==> src/hdl/mvfs_pkg.sv <==
package mvfs_pkg;

    localparam logic [7:0] CODE_PICTURE  = 8'h00;
    localparam logic [7:0] CODE_SLICE_LO = 8'h01;
    localparam logic [7:0] CODE_SLICE_HI = 8'hAF;
    localparam logic [7:0] CODE_SEQ_HDR  = 8'hB3;
    localparam logic [7:0] CODE_EXT      = 8'hB5;

    localparam logic [1:0] KIND_UNKNOWN = 2'd0;
    localparam logic [1:0] KIND_MPEG1   = 2'd1;
    localparam logic [1:0] KIND_MPEG2   = 2'd2;

    // start code prefix 00 00 01 as it sits in the three older history bytes
    localparam logic [23:0] START_PREFIX = 24'h000001;
    localparam logic [2:0]  PIC_TYPE_I   = 3'd1;
    localparam logic [1:0]  PIC_TYPE_DELAY = 2'd2;

    typedef struct packed {
        logic       start_code_seen;
        logic [7:0] start_code_value;
        logic       frame_boundary;
        logic       frame_was_key;
        logic [1:0] codec_kind;
    } t_result;

endpackage

==> src/hdl/mpeg_video_frame_splitter.sv <==
// MPEG-1/MPEG-2 video frame splitter. Takes one elementary stream byte per
// transaction and returns one result per byte: whether the byte completes a
// start code (00 00 01 xx) and its code, whether the previous frame ended just
// before that start code and if it held an I picture, and the codec kind found
// so far. The parser state advances in the cycle a byte is accepted; its result
// goes to the output register, or to the skid register while the output is
// held, so one byte is taken every clock while the output side keeps up. This
// two-entry output stage lets the input keep flowing while a result waits;
// o_stall is registered and rises only when both entries hold results.
module mpeg_video_frame_splitter (
    input  logic       i_clk,
    input  logic       i_rst_n,
    input  logic       i_valid,
    output logic       o_stall,
    input  logic [7:0] i_data_byte,
    output logic       o_valid,
    input  logic       i_stall,
    output logic       o_start_code_seen,
    output logic [7:0] o_start_code_value,
    output logic       o_frame_boundary,
    output logic       o_frame_was_key,
    output logic [1:0] o_codec_kind
);

    logic              accept;
    logic              out_free;
    mvfs_pkg::t_result core_res;

    logic              r_out_valid;
    logic              r_skid_valid;
    mvfs_pkg::t_result r_out;
    mvfs_pkg::t_result r_skid;

    assign accept   = i_valid && !r_skid_valid;
    assign out_free = !r_out_valid || !i_stall;

    mvfs_core u_core (
        .i_clk       (i_clk),
        .i_rst_n     (i_rst_n),
        .i_accept    (accept),
        .i_data_byte (i_data_byte),
        .o_result    (core_res)
    );

    always_ff @(posedge i_clk) begin
        if (!i_rst_n) begin
            r_out_valid  <= 1'b0;
            r_skid_valid <= 1'b0;
        end else if (out_free) begin
            r_out_valid  <= r_skid_valid || accept;
            r_skid_valid <= 1'b0;
        end else if (accept) begin
            // output held: park the new result
            r_skid_valid <= 1'b1;
        end
    end

    always_ff @(posedge i_clk) begin
        if (out_free) begin
            r_out <= r_skid_valid ? r_skid : core_res;
        end else if (accept) begin
            r_skid <= core_res;
        end
    end

    assign o_stall            = r_skid_valid;
    assign o_valid            = r_out_valid;
    assign o_start_code_seen  = r_out.start_code_seen;
    assign o_start_code_value = r_out.start_code_value;
    assign o_frame_boundary   = r_out.frame_boundary;
    assign o_frame_was_key    = r_out.frame_was_key;
    assign o_codec_kind       = r_out.codec_kind;

endmodule

==> src/hdl/mvfs_core.sv <==
module mvfs_core (
    input  logic               i_clk,
    input  logic               i_rst_n,
    input  logic               i_accept,
    input  logic [7:0]         i_data_byte,
    output mvfs_pkg::t_result  o_result
);

    logic [23:0] r_hist, n_hist;
    logic        r_in_frame, n_in_frame;
    logic        r_seen_seq, n_seen_seq;
    logic [1:0]  r_kind, n_kind;
    logic        r_key, n_key;
    logic [1:0]  r_cd, n_cd;

    logic        hit;
    logic        is_slice;
    logic        key_mid;
    logic [1:0]  cd_dec;

    always_comb begin
        hit      = (r_hist == mvfs_pkg::START_PREFIX);
        is_slice = i_data_byte inside {[mvfs_pkg::CODE_SLICE_LO : mvfs_pkg::CODE_SLICE_HI]};

        // coding type sits in bits 5..3 of the second byte after the picture code
        key_mid = r_key | ((r_cd == 2'd1) && (i_data_byte[5:3] == mvfs_pkg::PIC_TYPE_I));
        cd_dec  = (r_cd != 2'd0) ? r_cd - 2'd1 : r_cd;

        n_hist     = {r_hist[15:0], i_data_byte};
        n_in_frame = r_in_frame;
        n_seen_seq = r_seen_seq;
        n_kind     = r_kind;
        n_key      = key_mid;
        n_cd       = cd_dec;

        o_result = '0;

        if (hit) begin
            o_result.start_code_seen  = 1'b1;
            o_result.start_code_value = i_data_byte;
            n_hist = '1;

            if (i_data_byte == mvfs_pkg::CODE_SEQ_HDR) begin
                n_seen_seq = 1'b1;
            end else if (i_data_byte == mvfs_pkg::CODE_EXT) begin
                n_kind = mvfs_pkg::KIND_MPEG2;
            end else if (i_data_byte == mvfs_pkg::CODE_PICTURE && r_seen_seq &&
                         r_kind == mvfs_pkg::KIND_UNKNOWN) begin
                n_kind = mvfs_pkg::KIND_MPEG1;
            end

            if (is_slice) begin
                n_in_frame = 1'b1;
            end else if (r_in_frame) begin
                // close the frame and report its key flag
                n_in_frame = 1'b0;
                o_result.frame_boundary = 1'b1;
                o_result.frame_was_key  = key_mid;
                n_key = 1'b0;
            end

            if (i_data_byte == mvfs_pkg::CODE_PICTURE) begin
                n_cd = mvfs_pkg::PIC_TYPE_DELAY;
            end
        end

        o_result.codec_kind = n_kind;
    end

    always_ff @(posedge i_clk) begin
        if (!i_rst_n) begin
            r_hist     <= '1;
            r_in_frame <= 1'b0;
            r_seen_seq <= 1'b0;
            r_kind     <= mvfs_pkg::KIND_UNKNOWN;
            r_key      <= 1'b0;
            r_cd       <= 2'd0;
        end else if (i_accept) begin
            r_hist     <= n_hist;
            r_in_frame <= n_in_frame;
            r_seen_seq <= n_seen_seq;
            r_kind     <= n_kind;
            r_key      <= n_key;
            r_cd       <= n_cd;
        end
    end

endmodule

==> config.mk <==
export PLATFORM = sky130hd
export DESIGN_NAME = mpeg_video_frame_splitter
export DESIGN_NICKNAME = d
export VERILOG_FILES = /design/src/hdl/mvfs_pkg.sv /design/src/hdl/mpeg_video_frame_splitter.sv /design/src/hdl/mvfs_core.sv
export SDC_FILE = /design/constraint.sdc
export NUM_CORES = 1
export LEC_CHECK = 0
export BUFFER_PORTS_ARGS = -buffer_cell sky130_fd_sc_hd__buf_2
export CELL_PAD_IN_SITES_DETAIL_PLACEMENT = 0
export CELL_PAD_IN_SITES_GLOBAL_PLACEMENT = 2
export CORE_MARGIN = 5
export CORE_UTILIZATION = 39
export CTS_CLUSTER_SIZE = 25
export DETAILED_ROUTE_END_ITERATION = 16
export HOLD_SLACK_MARGIN = 0.1
export PLACE_DENSITY_LB_ADDON = 0.15
export SYNTH_ARGS = -nofsm -noshare
export SYNTH_HDL_FRONTEND = slang
export SYNTH_SLANG_ARGS = --single-unit
==> constraint.sdc <==
create_clock -name i_clk -period 4.2 [get_ports i_clk]
set_input_delay 0.63 -clock i_clk [delete_from_list [all_inputs] [get_ports i_clk]]
set_output_delay 0.63 -clock i_clk [all_outputs]
set_load 0.01 [all_outputs]
==> results.cfg, run 1 <==
[placement]
place_inst = 325
numPortBuffers = 26
dp_hpwl_mm = 3.71
dp_slack_ns = 1.34
gp_congestion = 0.759
place_area_mm2 = 0.00254

[power]
leakage_nw = 1.11
comb_power_share = 0.060
seqPwrFrac = 0.498
power_density_mw_per_mm2 = 466
power.switching_uw = 301
p_int_uw = 982
sw_frac_of_total = 0.235
clkPwrFrac = 0.441
irDropWorstVdd_mv = 0.228

[route]
routed_wl_mm = 5.40
ant_nets = 0
drtIter0Drc = 138
first_pass_iters = 4
drc = 0
via_count = 1796
avgRoutedWirePerCell_um = 15.8
post_drt_via_cell_ratio = 5.27

[synthesis]
synth_cells = 237
yosysWarnings = 0
synth_area_mm2 = 0.00236
ys_ff_latch = 59
synth_area_per_cell_um2 = 9.95
yosysUniqueCellTypes = 35
synth_nets = 249
ys_seq_area_frac = 0.611

[clocking]
cts_setup_buffers = 0
clkTransAtPathRegs_ns = 0.07
cts_hold_buf = 0
cts_tree = yes
clk_path_buf_depth = 2
cts_sinks = 59
cts_resized = 0
numCtsBuffers = 9
clock_latency_ns = 0.34
htreeDepth = 3
root_buffer = clkbuf_8

[sta]
period_share = 0.670
tightest_slew_ns = 1.07
min_period_ns = 2.81
timing.final.ws_setup_ns = 1.39
rsz0062_at_grt = no
fmax_ghz = 0.355
fin_tns_setup_ns = 0
setup_viol = 0
max-slew-margin-rel = 0.283
drv_slew = 0
hold_viol = 0
skew_ns = 0.00530

[setup_path]
critPathCapture = u_core.r_hist[3]
crit_type = flip-flop to flip-flop
worstReg2RegEnd = u_core.r_hist[3]
start_kind = flip-flop
worstPathBufferInverterCount = 0
cpMaxStageDelayCell = dfxtp_1
worstSetupStartpoint = o_stall
arrival_ns = 2.99
critPathCaptureType = flip-flop
cp_max_fo = 30
path_cells = nand2b_1 -> o31a_1 -> o211ai_1
critPathMaxStageDelay_ns = 0.95
reg2regPathDepth = 3
ff2ff_setup_slack_ns = 1.39
r2r_start = o_stall
critical_path.top_delay_family = compound AO/OA/AOI/OAI gates
crit_required_ns = 4.38
crit_cells = 3

[layout]
final_cells = 341
fin_area_mm2 = 0.00276
num_antenna_cells = 0
final_common_cell = nand2_1
utilization = 0.468
layout_common_cells = nand2_1, dfxtp_1, buf_2, edfxtp_1, nand3_1
nNetsFinal = 273
syn2layout_area_growth_pct = 16.9
drive_gt1_frac = 0.173

[global_route]
grt_pass1_vias = 1694
grt_pass1_wl_mm = 8.87
grt_antenna_before_repair = 0
track_usage = 0.155
grt_max_degree = 31
grt.overflow.total = 0

[floorplan]
start_util = 0.401
dieArea_mm2 = 0.00770
fp-row-count = 28
coreArea_mm2 = 0.00589
pin_count = 27
die_h_um = 87.7
die_x_um = 87.7

[status]
status = finished, final reports clean

[flow_run]
drv_cap = 0

[worst_hold_path]
holdCritPathClass = flip-flop to flip-flop
==> flip-flops by register name, summed over array words and instances, names as in the netlist <==
signal,count
o_start_code_value,8
u_core.r_key,1
o_codec_kind,2
o_start_code_seen,1
o_frame_was_key,1
u_core.r_kind,2
u_core.r_cd,2
o_frame_boundary,1
o_valid,1
u_core.r_in_frame,1
u_core.r_seen_seq,1
o_stall,1
r_skid,13
u_core.r_hist,24
==> logic make-up after synthesis <==
group | share of synthesized area
AO/OA/AOI/OAI | 0.115
flip-flops | 0.611
AND/OR/NAND/NOR | 0.236
buffers and inverters | 0.0382
==> power groups by stage <==
stage / clock network [mW] / registers [mW] / logic, mW
floorplan: 0 / 0.651 / 0.0466
global placement: 0 / 0.652 / 0.0778
detailed placement: 0 / 0.652 / 0.0790
CTS: 0.572 / 0.640 / 0.0791
global route: 0.606 / 0.643 / 0.0867
finish: 0.566 / 0.639 / 0.0776
==> synth_stat cells <==
library cell,n,area share
nand2_1,55,0.088
dfxtp_1,33,0.28
edfxtp_1,26,0.33
nand3_1,18,0.038
clkbuf_1,13,0.021
nor2_1,12,0.019
inv_1,10,0.016
o31ai_1,10,0.032
o211ai_1,8,0.025
nor4_1,7,0.019
o21ai_0,6,0.013
nand4_1,3,0.0080
nor3_1,3,0.0064
nor4b_1,3,0.011
o31a_1,3,0.011
a211oi_1,2,0.0064
a21oi_1,2,0.0042
and4_1,2,0.0074
nand2b_1,2,0.0053
nor2b_1,2,0.0053
or2_2,2,0.0053
or4_1,2,0.0064
a21boi_0,1,0.0032
a21boi_1,1,0.0032
a31oi_1,1,0.0027
a32o_1,1,0.0042
a41oi_1,1,0.0037
and2_0,1,0.0027
buf_1,1,0.0016
nand4b_1,1,0.0037
nor3b_1,1,0.0032
o21a_1,1,0.0032
o22ai_1,1,0.0027
or2_0,1,0.0027
or4_4,1,0.0048
==> worst register-to-register path, cell delays in order, from the launching register on <==
cell	delay, ns
dfxtp_1	0.95
nand2b_1	0.72
o31a_1	0.80
o211ai_1	0.19
==> layout make-up <==
cell class                      instances  area [µm²]
Timing Repair Buffer                   27         138
Clock inverter                          7        92.6
Clock buffer                            9         124
Sequential cell                        59        1440
Multi-Input combinational cell        154         828
Fill cell                             585        3130
Tap cell                               75        93.8
Inverter                               10        37.5
==> through the flow <==
| step | total power, mW | hold slack, ns |
|---|---|---|
| after detailed placement | 0.731 | 0.446 |
| after global placement | 0.730 | 0.448 |
| after CTS | 1.29 | 0.466 |
| after floorplan | 0.698 | 0.434 |
| final | 1.28 | 0.472 |
| after global routing | 1.34 | 0.492 |
==> worst min path at each step <==
stage | from | to | slack [ns] | cells after the start
final | u_core.r_seen_seq | u_core.r_seen_seq | 0.47 | 1
after global routing | u_core.r_hist[20] | u_core.r_hist[20] | 0.49 | 2
after CTS | u_core.r_seen_seq | u_core.r_seen_seq | 0.47 | 1
after detailed placement | u_core.r_seen_seq | u_core.r_seen_seq | 0.45 | 1
after global placement | u_core.r_seen_seq | u_core.r_seen_seq | 0.45 | 1
after floorplan | u_core.r_seen_seq | u_core.r_seen_seq | 0.43 | 1
==> routing by layer <==
metal  share of wire  global-route usage  wire [µm]
met5               0                   0          0
met4           0.019              0.0934        100
met3           0.063              0.0282        341
met2            0.42               0.216       2280
met1            0.50               0.222       2680
Note: power is estimated with default switching activity, not from simulation.
==> inputs of run 2 (changes only) <==
--- a/config.mk
+++ b/config.mk
@@ -5,11 +5,12 @@
 export SDC_FILE = /design/constraint.sdc
 export NUM_CORES = 1
 export LEC_CHECK = 0
+export ABC_AREA = 1
 export BUFFER_PORTS_ARGS = -buffer_cell sky130_fd_sc_hd__buf_2
 export CELL_PAD_IN_SITES_DETAIL_PLACEMENT = 0
 export CELL_PAD_IN_SITES_GLOBAL_PLACEMENT = 2
 export CORE_MARGIN = 5
-export CORE_UTILIZATION = 39
+export CORE_UTILIZATION = 35
 export CTS_CLUSTER_SIZE = 25
 export DETAILED_ROUTE_END_ITERATION = 16
 export HOLD_SLACK_MARGIN = 0.1
==> constraint.sdc (replaced) <==
create_clock -name i_clk -period 2.6 [get_ports i_clk]
set_input_delay 0.39 -clock i_clk [delete_from_list [all_inputs] [get_ports i_clk]]
set_output_delay 0.39 -clock i_clk [all_outputs]
set_load 0.01 [all_outputs]
==> run 2 against run 1 <==
- routed wire length is 8.3% higher
- critical endpoint is now u_core.r_hist[4]
- flip-flop and latch count stayed put
- die area is 17% higher
==> results.cfg, run 2 <==
[sta]
min_period_ns = 1.61
fmax_ghz = 0.622
skew_ns = 0.00845
hold_viol = 0
max-slew-margin-rel = 0.352
rsz0062_at_grt = no
fin_tns_setup_ns = 0
tightest_slew_ns = 0.969
setup_viol = 0
period_share = 0.619
drv_slew = 0

[clocking]
cts_setup_buffers = 0
clkTransAtPathRegs_ns = 0.07
cts_tree = yes
cts_sinks = 59
clk_path_buf_depth = 2
htreeDepth = 3
numCtsBuffers = 9
root_buffer = clkbuf_8
cts_resized = 0
cts_hold_buf = 0
clock_latency_ns = 0.33

[route]
via_count = 1947
drtIter0Drc = 91
routed_wl_mm = 5.85
first_pass_iters = 4
drc = 0
post_drt_via_cell_ratio = 4.52
avgRoutedWirePerCell_um = 13.6
ant_nets = 0

[layout]
layout_common_cells = nand2_1, nor2_1, dfxtp_1
max_flop_register = u_core.r_hist
nNetsFinal = 339
num_antenna_cells = 0
largest_reg_flops = 24
drive_gt1_frac = 0.178
seqCellArea_mm2 = 0.00144
fillCellCount = 761
multi_input_area_um2 = 907
final_common_cell = nand2_1
syn2layout_area_growth_pct = 16.8

[global_route]
grt_max_degree = 38
track_usage = 0.148
grt_antenna_before_repair = 0
grt.overflow.total = 0
grt_pass1_vias = 1868
grt_pass1_wl_mm = 9.67

[setup_path]
cp_max_fo = 23
reg2regPathDepth = 8
r2r_start = u_core.r_hist[18]
critical_path.top_delay_family = simple AND/OR/NAND/NOR gates
cp_common_cell = nor2_1
critPathCapture = u_core.r_hist[4]
crit_type = flip-flop to flip-flop
critPathMaxStageDelay_ns = 0.31
worstSetupStartpoint = u_core.r_hist[18]
arrival_ns = 1.86
crit_cells = 8
cpMaxStageDelayCell = dfxtp_1
worstReg2RegEnd = u_core.r_hist[4]
worstPathBufferInverterCount = 1
start_kind = flip-flop
crit_required_ns = 2.85
path_cells = nor2_1 -> nand2_1 -> nor2_1 -> nand3_2 -> nor2_4 -> nor2_2 -> buf_4 -> o211ai_1
ff2ff_setup_slack_ns = 0.99
critPathCaptureType = flip-flop

[power]
power_density_mw_per_mm2 = 700
irDropWorstVdd_mv = 0.336
p_total_mw = 2.06
leakage_nw = 1.29

[synthesis]
yosysTopAreaCellShare = 0.310
synth-async-reset-ratio = 0
ys_seq_area_frac = 0.572
synth_area_per_cell_um2 = 8.48
ys.flop_type = dfxtp_1
synth_nets = 309
synth_cells = 297
yosysMostFrequentCell = nand2_1
yosys.area.top_type = edfxtp_1
synthTopCellsByCount = nand2_1, nor2_1, dfxtp_1, edfxtp_1, inv_1
synth-edff-count = 26
yosysWarnings = 0
synthTopCellsByArea = edfxtp_1, dfxtp_1, nand2_1
synth_area_mm2 = 0.00252
yosysUniqueCellTypes = 27
ys_ff_latch = 59

[worst_hold_path]
min_path_cells = 3
holdCritPathClass = input pin to flip-flop

[floorplan]
start_util = 0.353
pin_count = 27
die_x_um = 94.9
dieArea_mm2 = 0.00900
coreArea_mm2 = 0.00714
die_h_um = 94.9
fp-row-count = 31

[status]
status = finished, final reports clean

[flow_run]
drv_cap = 0

[placement]
dp_hpwl_mm = 4.18
numPortBuffers = 26
gp_congestion = 0.736
[run 2: how the worst min path moves through the flow]
| stage | start | slack [ns] | to |
|---|---|---|---|
| 2_1_floorplan | u_core.r_seen_seq | 0.43 | u_core.r_seen_seq |
| 3_3_place_gp | u_core.r_seen_seq | 0.45 | u_core.r_seen_seq |
| 3_5_place_dp | u_core.r_seen_seq | 0.45 | u_core.r_seen_seq |
| 4_1_cts | i_rst_n | 0.30 | u_core.r_kind[1] |
| 5_1_grt | i_rst_n | 0.33 | u_core.r_kind[1] |
| 6_report | i_rst_n | 0.32 | u_core.r_kind[1] |
[run 2: report_power, final]
| group | internal, mW | switching (mW) | leakage (nW) | total [mW] |
|---|---|---|---|---|
| registers | 1.01 | 0.0281 | 0.542 | 1.04 |
| logic | 0.0489 | 0.0921 | 0.635 | 0.141 |
| clock network | 0.533 | 0.348 | 0.110 | 0.881 |
| total | 1.59 | 0.468 | 1.29 | 2.06 |
[run 2: cells by family after synthesis]
| logic type | count (synthesis) | synth area share |
|---|---|---|
| buffers and inverters | 36 | 0.0680 |
| and+or+nand+nor | 177 | 0.299 |
| DFF | 59 | 0.572 |
| AOI/OAI and AO/OA | 25 | 0.0611 |
[run 2: cell type report]
| cell class | count | area share |
|---|---|---|
| sequential | 59 | 0.490 |
| multi-input combinational | 202 | 0.308 |
| timing repair buffer | 31 | 0.0570 |
| clock buffer | 10 | 0.0434 |
| tap | 99 | 0.0421 |
| inverter | 24 | 0.0323 |
| clock inverter | 6 | 0.0272 |
[run 2: metal layers]
layer	share of wire	global-route usage	vias to the layer above
li1	-	-	1019
met1	0.47	0.193	889
met2	0.48	0.221	31
met3	0.037	0.0454	8
met4	0.020	0.0745	0
met5	0	0	-
[run 2: per-stage QoR]
step	area [µm²]	std cells	setup slack, ns	hold slack (ns)	utilization
floorplan	2520	297	0.639	0.431	-
global placement	2740	415	0.790	0.449	0.383
detailed placement	2740	415	0.792	0.448	0.383
CTS	2940	431	0.927	0.302	0.412
global route	2940	431	0.689	0.329	0.412
finish	2940	431	0.991	0.323	0.412
[run 2: worst register-to-register path: cells and delay by family, from the launching register on]
family	cells	cell delay (ns)
simple gates	6	0.90
flops	1	0.31
buf+inv	1	0.21
compound gates	1	0.11
